==> src/hw/rtl/fbg_pkg.sv <==
// Shared constants for the four corner bilinear gradient core.
`default_nettype none
package fbg_pkg;

  localparam int CFG_DATA_W = 24;
  localparam int CFG_IDX_W  = 3;
  localparam int SIZE_CFG_W = 13;
  localparam int COORD_W    = 12;
  localparam int CHAN_W     = 8;
  localparam int NUM_CHAN   = 3;
  localparam int COLOR_W    = NUM_CHAN * CHAN_W;

  // 255.99/255 scaling written as an exact integer ratio
  localparam int SCALE_NUM   = 25599;
  localparam int SCALE_DEN   = 25500;
  localparam int SCALE_NUM_W = 15;
  localparam int SCALE_DEN_W = 15;

  localparam int WIDTH_RESET  = 256;
  localparam int HEIGHT_RESET = 256;

  typedef enum logic [CFG_IDX_W-1:0] {
    REG_IMAGE_WIDTH       = 3'd0,
    REG_IMAGE_HEIGHT      = 3'd1,
    REG_UPPER_LEFT_COLOR  = 3'd2,
    REG_UPPER_RIGHT_COLOR = 3'd3,
    REG_LOWER_LEFT_COLOR  = 3'd4,
    REG_LOWER_RIGHT_COLOR = 3'd5
  } reg_index_t;

endpackage
`default_nettype wire

==> src/hw/rtl/fbg_weights.sv <==
// Size clamp, coordinate saturation and the four bilinear corner weights (two stages).
`default_nettype none
module fbg_weights
  import fbg_pkg::*;
#(
  parameter int MAX_WIDTH  = 4096,
  parameter int MAX_HEIGHT = 4096,
  parameter int WW = $clog2(MAX_WIDTH + 1),
  parameter int HW = $clog2(MAX_HEIGHT + 1)
) (
  input  wire logic                  clk,
  input  wire logic                  rst,
  input  wire logic                  en,
  input  wire logic                  in_valid,
  input  wire logic [COORD_W-1:0]    col,
  input  wire logic [COORD_W-1:0]    row,
  input  wire logic [SIZE_CFG_W-1:0] width_cfg,
  input  wire logic [SIZE_CFG_W-1:0] height_cfg,
  output logic                       valid,
  output logic [WW+HW-1:0]           wll,
  output logic [WW+HW-1:0]           wul,
  output logic [WW+HW-1:0]           wlr,
  output logic [WW+HW-1:0]           wur,
  output logic [WW+HW-1:0]           area
);

  logic [WW-1:0] w_eff, c_sat;
  logic [HW-1:0] h_eff, r_sat;
  logic [31:0]   wc32, hc32;

  logic          v1;
  logic [WW-1:0] w1, c1, wd1;
  logic [HW-1:0] h1, r1, hd1;

  always_comb begin
    wc32 = 32'(width_cfg);
    hc32 = 32'(height_cfg);
    if (wc32 == 32'd0) w_eff = WW'(1);
    else if (wc32 > 32'(MAX_WIDTH)) w_eff = WW'(MAX_WIDTH);
    else w_eff = WW'(wc32);
    if (hc32 == 32'd0) h_eff = HW'(1);
    else if (hc32 > 32'(MAX_HEIGHT)) h_eff = HW'(MAX_HEIGHT);
    else h_eff = HW'(hc32);
    if (32'(col) >= 32'(w_eff)) c_sat = w_eff - WW'(1);
    else c_sat = WW'(col);
    if (32'(row) >= 32'(h_eff)) r_sat = h_eff - HW'(1);
    else r_sat = HW'(row);
  end

  always_ff @(posedge clk) begin
    if (rst) begin
      v1    <= 1'b0;
      valid <= 1'b0;
    end else if (en) begin
      v1    <= in_valid;
      valid <= v1;
    end
  end

  always_ff @(posedge clk) begin
    if (en) begin
      w1   <= w_eff;
      h1   <= h_eff;
      c1   <= c_sat;
      r1   <= r_sat;
      wd1  <= w_eff - c_sat;
      hd1  <= h_eff - r_sat;
      wll  <= (WW+HW)'(hd1) * (WW+HW)'(wd1);
      wul  <= (WW+HW)'(r1) * (WW+HW)'(wd1);
      wlr  <= (WW+HW)'(hd1) * (WW+HW)'(c1);
      wur  <= (WW+HW)'(r1) * (WW+HW)'(c1);
      area <= (WW+HW)'(w1) * (WW+HW)'(h1);
    end
  end

endmodule
`default_nettype wire

==> config.mk <==
export PLATFORM = sky130hd
export DESIGN_NAME = fbg_weights
export DESIGN_NICKNAME = d
export VERILOG_FILES = /design/src/hw/rtl/fbg_pkg.sv /design/src/hw/rtl/fbg_weights.sv
export SDC_FILE = /design/constraint.sdc
export NUM_CORES = 2
export LEC_CHECK = 0
export BUFFER_PORTS_ARGS = -buffer_cell sky130_fd_sc_hd__buf_4
export CAP_MARGIN = 20
export CORE_ASPECT_RATIO = 0.9
export CORE_MARGIN = 3
export CORE_UTILIZATION = 45
export DETAILED_ROUTE_END_ITERATION = 12
export GPL_TIMING_DRIVEN = 0
export PLACE_DENSITY = 0.65
export SKIP_CTS_REPAIR_TIMING = 1
export SLEW_MARGIN = 20
export SYNTH_ARGS = -nofsm -noshare
export SYNTH_HDL_FRONTEND = slang
export SYNTH_SLANG_ARGS = --single-unit
==> constraint.sdc <==
create_clock -name clk -period 9.4 [get_ports clk]
set_input_delay 2.35 -clock clk [delete_from_list [all_inputs] [get_ports clk]]
set_output_delay 2.35 -clock clk [all_outputs]
set_load 0.02 [all_outputs]
==> metrics.csv <==
metric;value;unit
outcome;finished, final reports clean;
count of flip-flops with a built-in enable after synthesis;208;
Iteration-0 DRC Markers;2149;
crit start category;primary input;
most frequent cells in the layout;sky130_fd_sc_hd__inv_1, sky130_fd_sc_hd__fa_1, sky130_fd_sc_hd__nand2_1;
residual antenna-violating net count after detailed routing;0;
Synth top area share;33.17;%
number of antenna violations at the first check in global routing;11;
fraction of registers with async set or reset after synthesis;0;%
maximum number of pins on one net before global-route repair;77;
height of the die;276.7;um
synthesis-stage register bit count;210;
Vias;26950;
number of failing hold endpoints at the final stage;0;
Synth area leaders;sky130_fd_sc_hd__fa_1, sky130_fd_sc_hd__edfxtp_1, sky130_fd_sc_hd__ha_1;
most frequent standard cell in the layout excluding fill and tap cells;sky130_fd_sc_hd__inv_1;
cell area after layout;0.04044;mm^2
kind of capture point of the worst setup path;register;
Clock Path Buffers;3;
netlist area before placement;0.03663;mm^2
remaining max-slew budget at the tightest pin;28.82;%
fraction of layout cells with a size suffix above 1;6.304;%
nets@finish;5194;
number of buffers inserted during clock tree synthesis;30;
wire length of the first global-routing pass;158.2;mm
cell count after synthesis;3916;
unrepaired setup endpoints after global routing;no;
Avg WL per Cell;19.10;um
delay contributed by the slowest stage of the critical path;600;ps
crit share post-route;94.01;%
cell type contributing the most total cell area after synthesis;sky130_fd_sc_hd__fa_1;
Area growth, synth to finish;10.40;%
clk sink count;210;
average instance area after synthesis;9.354;um^2
Setup violations, final;0;
clock tree from TritonCTS;built;
Final Slew Violations;0;
Port-buffer cells;184;
total track usage;24.05;%
sum of buffers and inverters on the critical path;4;
number of logic stages on the critical path including buffering;26;
width of the die;306.7;um
max-cap violation count;0;
top fanout value on the critical path;10;
Min-Delay Path Class;reg -> reg;
number of cell rows;98;
clk_lat worst skew;630;ps
CP max stage cell;sky130_fd_sc_hd__or4_1;
total number of yosys warnings;0;
worst setup skew after layout;43.51;ps
transition time at the pin with the least slew margin;1054;ps
Routability Congestion;0.9527;
Synth Net Count;4976;
wire length after detailed routing;99.50;mm
via/cell ratio;5.174;
residual overflow from global routing;0;
Pre-Repair DR Iteration Count;5;
initial core utilization;45.75;%
die outline area;0.08486;mm^2
count of pins on the block boundary;185;
worst-case reg-to-reg path depth;20;
Top FF cell, synth;sky130_fd_sc_hd__edfxtp_1;
hold-critical path depth;2;
required arrival time at the worst endpoint;9780;ps
FF-to-FF setup slack;2140;ps
Remaining DRCs;0;
Setup Total Neg Slack;0;ps
Clk Tree Root Cell;sky130_fd_sc_hd__clkbuf_16;
final critical delay including setup and external delays;8837;ps
CP Class;in -> reg;
distinct cell type count after synthesis;69;
number of levels in the clock H-tree;1;
top cell family by delay on the critical path;compound AO/OA/AOI/OAI gates;
signal arrival time at the worst endpoint;9210;ps
clk slew on worst S/H paths;70;ps
sequential element share of the synthesized area;17.16;%
half-perimeter wire length after detailed placement;82.45;mm
number of global-route vias before repair;27940;
highest clock rate;113.2;MHz
Core Region;0.08007;mm^2
post-detailed-placement cell area;0.03939;mm^2
cell families (layout without fill, tap and decap cells):
kind of cell | Yosys count | in the layout | share of synthesized area [%]
AO/OA/AOI/OAI | 326 | 326 | 5.855
adder cells (fa/ha/maj) | 1011 | 1011 | 46.95
other | 0 | 3 | 0
AND/OR/NAND/NOR | 1133 | 1133 | 15.25
flip-flops | 210 | 210 | 17.16
multiplexers | 15 | 15 | 0.4201
XOR/XNOR | 134 | 134 | 3.204
buffers and inverters | 1087 | 1327 | 11.16
through the flow:
stage / cells / util, % / setup WS, ps / hold slack [ps]
after floorplan: 3916 / - / 1533 / 460.1
after global placement: 5150 / 49.11 / -168.6 / 482.5
after detailed placement: 5152 / 49.19 / -222.8 / 489.5
after CTS: 5206 / 50.48 / 459.3 / 501.6
after global routing: 5209 / 50.50 / 62.75 / 524.6
final: 5209 / 50.50 / 563.3 / 492.8
per-layer routing:
metal  wire length [um]  up-vias  track usage (%)
met5                145        -           0.9075
met4               3138        8            6.840
met3              10300      153            6.645
met2              43240     1014            36.38
met1              42680    13390            33.78
li1                   -    12390                -
worst min-delay path, stage by stage, from the launching register on:
cell and delay (ps):
sky130_fd_sc_hd__dfxtp_1 320, sky130_fd_sc_hd__mux2i_1 60, sky130_fd_sc_hd__nor2_1 80
flip-flops by register name, indices dropped and copies added (netlist names):
register and flops:
r1 13, wur 26, wul 26, wd1 13, c1 13, v1 1
area 26, h1 13, valid 1, wll 26, w1 13, wlr 26
hd1 13
final cells by class:
| type | count | area (um^2) |
|---|---|---|
| Inverter | 940 | 3528 |
| Timing Repair Buffer | 186 | 1444 |
| Clock inverter | 22 | 274.0 |
| Sequential cell | 210 | 6286 |
| Fill cell | 7562 | 39630 |
| Buffer | 147 | 559.3 |
| Antenna cell | 3 | 7.507 |
| Tap cell | 1050 | 1314 |
| Multi-Input combinational cell | 2619 | 26270 |
| Clock buffer | 32 | 758.2 |
worst paths after layout:
path,endpoint,startpoint
setup / recovery,wd1[12],width_cfg[1]
hold / removal,v1,v1
setup reg to reg,wll[25],wd1[6]
hold reg to reg,v1,v1
cell usage after synthesis, types with 30 or more instances:
| cell type | n |
|---|---|
| sky130_fd_sc_hd__and2_1 | 404 |
| sky130_fd_sc_hd__clkbuf_1 | 144 |
| sky130_fd_sc_hd__a21o_1 | 35 |
| sky130_fd_sc_hd__nand2_1 | 506 |
| sky130_fd_sc_hd__xnor2_1 | 105 |
| sky130_fd_sc_hd__inv_1 | 939 |
| sky130_fd_sc_hd__edfxtp_1 | 208 |
| sky130_fd_sc_hd__a21oi_1 | 109 |
| sky130_fd_sc_hd__o21ai_0 | 47 |
| sky130_fd_sc_hd__nand2b_1 | 30 |
| sky130_fd_sc_hd__ha_1 | 399 |
| sky130_fd_sc_hd__fa_1 | 607 |
| sky130_fd_sc_hd__nor2_1 | 75 |
Power is not shown: default switching activity piles up to over one toggle a cycle in this logic, so the estimate is an artifact.
