<file path="src/hw/rtl/fbg_pkg.sv">
// Shared constants for the four corner bilinear gradient core.
`default_nettype none
package fbg_pkg;

  localparam int CFG_DATA_W = 24;
  localparam int CFG_IDX_W  = 3;
  localparam int SIZE_CFG_W = 13;
  localparam int COORD_W    = 12;
  localparam int CHAN_W     = 8;
  localparam int NUM_CHAN   = 3;
  localparam int COLOR_W    = NUM_CHAN * CHAN_W;

  // 255.99/255 scaling written as an exact integer ratio
  localparam int SCALE_NUM   = 25599;
  localparam int SCALE_DEN   = 25500;
  localparam int SCALE_NUM_W = 15;
  localparam int SCALE_DEN_W = 15;

  localparam int WIDTH_RESET  = 256;
  localparam int HEIGHT_RESET = 256;

  typedef enum logic [CFG_IDX_W-1:0] {
    REG_IMAGE_WIDTH       = 3'd0,
    REG_IMAGE_HEIGHT      = 3'd1,
    REG_UPPER_LEFT_COLOR  = 3'd2,
    REG_UPPER_RIGHT_COLOR = 3'd3,
    REG_LOWER_LEFT_COLOR  = 3'd4,
    REG_LOWER_RIGHT_COLOR = 3'd5
  } reg_index_t;

endpackage
`default_nettype wire

</file>
<file path="src/hw/rtl/fbg_divide.sv">
// Restoring divider, one quotient bit per stage, three channels sharing one divisor.
`default_nettype none
module fbg_divide
  import fbg_pkg::*;
#(
  parameter int PW = 26
) (
  input  wire logic                         clk,
  input  wire logic                         rst,
  input  wire logic                         en,
  input  wire logic                         in_valid,
  input  wire logic [PW+8+SCALE_NUM_W-1:0]  num [NUM_CHAN],
  input  wire logic [PW+SCALE_DEN_W-1:0]    den,
  output logic                              valid,
  output logic [CHAN_W-1:0]                 quo [NUM_CHAN]
);

  localparam int XW = PW + 8 + SCALE_NUM_W;
  localparam int DW = PW + SCALE_DEN_W;

  // quotient never exceeds 255, so CHAN_W stages suffice
  logic          v   [CHAN_W+1];
  logic [DW-1:0] d   [CHAN_W+1];
  logic [XW-1:0] rem [CHAN_W+1][NUM_CHAN];
  logic [CHAN_W-1:0] q [CHAN_W+1][NUM_CHAN];

  assign v[0] = in_valid;
  assign d[0] = den;
  for (genvar k = 0; k < NUM_CHAN; k++) begin : g_in
    assign rem[0][k] = num[k];
    assign q[0][k]   = '0;
  end

  for (genvar s = 0; s < CHAN_W; s++) begin : g_stage
    localparam int B = CHAN_W - 1 - s;
    always_ff @(posedge clk) begin
      if (rst) v[s+1] <= 1'b0;
      else if (en) v[s+1] <= v[s];
    end
    always_ff @(posedge clk) begin
      if (en) d[s+1] <= d[s];
    end
    for (genvar k = 0; k < NUM_CHAN; k++) begin : g_ch
      logic [XW-1:0] dsh;
      logic          fit;
      assign dsh = XW'(d[s]) << B;
      assign fit = rem[s][k] >= dsh;
      always_ff @(posedge clk) begin
        if (en) begin
          rem[s+1][k] <= fit ? rem[s][k] - dsh : rem[s][k];
          q[s+1][k]   <= q[s][k] | (fit ? CHAN_W'(1) << B : CHAN_W'(0));
        end
      end
    end
  end

  assign valid = v[CHAN_W];
  for (genvar k = 0; k < NUM_CHAN; k++) begin : g_out
    assign quo[k] = q[CHAN_W][k];
  end

endmodule
`default_nettype wire

</file>
<file path="config.mk">
export PLATFORM = sky130hd
export DESIGN_NAME = fbg_divide
export DESIGN_NICKNAME = d
export VERILOG_FILES = /design/src/hw/rtl/fbg_pkg.sv /design/src/hw/rtl/fbg_divide.sv
export SDC_FILE = /design/constraint.sdc
export NUM_CORES = 2
export LEC_CHECK = 0
export BUFFER_PORTS_ARGS = -buffer_cell sky130_fd_sc_hd__clkbuf_2
export CAP_MARGIN = 5
export CORE_ASPECT_RATIO = 1.5
export CORE_UTILIZATION = 57
export DETAILED_ROUTE_END_ITERATION = 7
export GPL_ROUTABILITY_DRIVEN = 0
export HOLD_SLACK_MARGIN = 0.02
export PLACE_DENSITY = 0.79
export SYNTH_ARGS = -nofsm -noshare
export SYNTH_HDL_FRONTEND = slang
export SYNTH_SLANG_ARGS = --single-unit
</file>
<file path="constraint.sdc">
create_clock -name clk -period 4.9 [get_ports clk]
set_clock_uncertainty 0.1 [all_clocks]
set_input_delay 0.98 -clock clk [delete_from_list [all_inputs] [get_ports clk]]
set_output_delay 0.98 -clock clk [all_outputs]
set_load 0.01 [all_outputs]
</file>
==> results.py <==
metrics = {
    "clock_network": {
        "path_clk_slew_ps": 70,
        "cts_root_buffer": "clkbuf_16",
        "cts_sinks": 1432,
        "htree_levels": 4,
        "clockBufferDepth": 3,
        "numCtsBuffers": 136,
        "cts_tree": "done",
        "insertion_delay_ps": 830,
        "cts_hold_buf": 0,
    },
    "synthesis": {
        "ys_types": 95,
        "ys_seq_elements": 1432,
        "synthFlopType": "edfxtp_1",
        "yosys_warnings": 0,
        "synthesis.nets": 12300,
        "syn_area_per_cell_um2": 9.49,
        "ys_seq_area_frac": 0.408,
        "syn_area_um2": 105000,
        "synth_edf_count": 1424,
        "synthArstFlopShare": 0,
        "syn-instance-count": 11100,
    },
    "sta": {
        "relSlewSlack": 0.0942,
        "fin_crit_ps": 4770,
        "final_hold_viol_count": 0,
        "max_freq_mhz": 210,
        "setup_ws_ps": 132,
        "whs_ps": 260,
        "tightest_slew_ps": 1350,
        "rsz0062_at_grt": "false",
        "period_share": 0.973,
        "tns_ps": 0,
        "setup-violations-final": 0,
        "slew_viol_final": 0,
    },
    "grt": {
        "grt_pass1_wl_um": 500000,
        "track_usage": 0.347,
        "grt_max_degree": 158,
        "antenna_found_initial": 9,
        "first_global_vias": 89800,
        "grt-ovfl-total": 0,
    },
    "place": {
        "post_dp_cell_area_um2": 110000,
        "hpwl_um": 265000,
        "port_buffers": 216,
        "place_worst_setup_slack_ps": 112,
    },
    "floorplanning": {
        "start_util": 0.575,
        "io_pins": 217,
        "rows": 192,
        "die-area_um2": 186000,
        "die_w_um": 353,
        "core_area_um2": 183000,
        "die_h_um": 528,
    },
    "cells_and_area": {
        "finalNetCount": 12400,
        "stdcell_area_um2": 115000,
        "drive_gt1_frac": 0.0764,
        "syn2layout_area_growth_pct": 8.88,
    },
    "routing": {
        "drc_errors": 0,
        "vias": 90400,
        "drtIter0Drc": 7801,
        "routed_wirelength_um": 332000,
        "post_drt_via_cell_ratio": 6.56,
        "antenna_left": 0,
        "routedWlPerCell_um": 24.1,
        "first_pass_iters": 6,
    },
    "critical_path": {
        "cp.arrival_ps": 5170,
        "worstSetupPathType": "register to register",
        "max_stage_delay_ps": 710,
        "cp_max_fo": 6,
        "cp.required_ps": 5300,
        "slowest_stage": "a31oi_1",
        "end_kind": "register",
        "worstPathCellList": "inv_1 > ha_1 > o21a_1 > o31a_1 > o311ai_1 > a21oi_1 > nand4b_1 > a31o_1 > a31oi_1 > o21bai_1 > a2111oi_1 > xor2_1",
        "cp-start-kind": "register",
    },
    "outcome": {
        "status": "complete, no violations",
    },
    "pwr": {
        "p_per_area_nw_per_um2": 605,
        "power_w": 0.0694,
        "leakage_nw": 46.5,
        "peakVddDrop_uv": 457,
    },
    "hold_path": {
        "hp-class": "input port to register",
    },
    "flow_run": {
        "maxCapViolCount": 0,
    },
}
[layout by cell type (no fill, tap or decap), drive strengths merged, types with 26 or more instances in the layout]
| master | n |
|---|---|
| o31ai | 95 |
| buf | 234 |
| o211ai | 76 |
| nor3 | 170 |
| nand4 | 206 |
| or3 | 49 |
| nor2 | 679 |
| a31oi | 104 |
| ha | 984 |
| o21a | 129 |
| mux2 | 112 |
| edfxtp | 1424 |
| a211o | 27 |
| a21boi | 35 |
| xor2 | 396 |
| nor2b | 122 |
| nand2 | 1103 |
| and3 | 110 |
| a211oi | 90 |
| and2 | 56 |
| a21o | 512 |
| and4 | 39 |
| o21ai | 1006 |
| o31a | 42 |
| o21bai | 125 |
| inv | 587 |
| xnor2 | 420 |
| or2 | 38 |
| nor4 | 72 |
| o22ai | 26 |
| a221oi | 33 |
| nand3 | 213 |
| a21oi | 1072 |
| clkbuf | 377 |
| nand2b | 118 |
| clkinv | 47 |
[power by group]
group	internal (W)	leakage, nW	total (W)	switching (W)
clock	0.00615	2.20	0.0110	0.00481
combinational	0.0143	30.4	0.0363	0.0221
sequential	0.0193	13.9	0.0221	0.00281
[layer usage]
metal	GRT usage	wire length (µm)	vias up
met1	0.347	109000	41900
met4	0.357	39500	4
met2	0.610	161000	5214
met5	0	20	-
met3	0.0437	22600	1653
li1	-	-	41700
[critical path, delay by kind of cell, from the launching register on]
family | cells | cell delay, ps
flops | 1 | 450
buf+inv | 1 | 130
compound gates | 8 | 2840
fa+ha+maj | 1 | 400
xor+xnor | 1 | 140
simple gates | 1 | 380
[state kept, by name, indices dropped and copies added (netlist names)]
register,count
rem,1029
d,287
v,7
valid,1
quo,24
q,84
[cell usage after synthesis (27+ instances only)]
library cell | number | area [µm²]
a211oi_1 | 88 | 661
clkbuf_1 | 359 | 1350
nor3_1 | 170 | 851
o31a_1 | 42 | 368
a21boi_0 | 31 | 233
ha_1 | 984 | 12300
mux2_1 | 27 | 304
o31ai_1 | 95 | 713
a31oi_1 | 104 | 651
o21bai_1 | 125 | 938
xor2_1 | 396 | 3470
edfxtp_1 | 1424 | 42800
xnor2_1 | 420 | 3680
mux2_2 | 85 | 957
nor4_1 | 72 | 450
and2_1 | 56 | 350
or3_1 | 49 | 307
and3_1 | 110 | 688
a21o_1 | 512 | 3840
a211o_1 | 27 | 236
and4_1 | 39 | 342
nand4_1 | 206 | 1290
nand2_1 | 1103 | 4140
a221oi_1 | 30 | 263
nor2_1 | 679 | 2550
o21ai_0 | 877 | 4390
nand2b_1 | 118 | 738
o21a_1 | 129 | 968
o21ai_1 | 129 | 646
a21oi_1 | 1071 | 5360
inv_1 | 569 | 2140
o211ai_1 | 76 | 571
nor2b_1 | 122 | 763
or2_2 | 35 | 219
nand3_1 | 213 | 1070
[final timing paths]
kind               start         to  slack, ps  depth (start not counted)
hold / removal    den[3]     d[290]        260                          1
setup / recovery  d[290]  rem[1028]        130                         12
setup reg to reg  d[290]  rem[1028]        130                         12
hold reg to reg    q[43]    quo[19]        310                          0
[cells by family (layout without fill, tap and decap cells)]
| logic type | Yosys count | after routing | synth area share |
|---|---|---|---|
| AO/OA/AOI/OAI | 3610 | 3610 | 0.212 |
| AND/OR/NAND/NOR | 3088 | 3088 | 0.140 |
| flip-flops | 1432 | 1432 | 0.408 |
| buffers and inverters | 1012 | 1275 | 0.0373 |
| adder cells (fa/ha/maj) | 1005 | 1005 | 0.121 |
| XOR/XNOR | 816 | 816 | 0.0679 |
| multiplexers | 133 | 133 | 0.0140 |
| other | 0 | 4 | 0 |
[final cells by class]
class | instances | area [µm²]
Tap cell | 2425 | 3030
Inverter | 577 | 2170
Clock inverter | 87 | 908
Antenna cell | 4 | 10.0
Multi-Input combinational cell | 8652 | 58700
Fill cell | 14400 | 68400
Clock buffer | 162 | 3670
Timing Repair Buffer | 449 | 3260
Sequential cell | 1432 | 42900
[through the flow]
stage,std cells,util
final,13800,0.626
after global routing,13800,0.626
after CTS,13800,0.626
after detailed placement,13500,0.601
after global placement,13500,0.601
after floorplan,11100,-
[timing repair]
| item | CTS | global route |
|---|---|---|
| endpoints found under the hold margin | 0 | 0 |
| resized for setup | 0 | 3 |
| setup endpoints to repair | 0 | 5 |
| setup buffers | 0 | 0 |
Note: power is estimated with default switching activity, not from simulation.
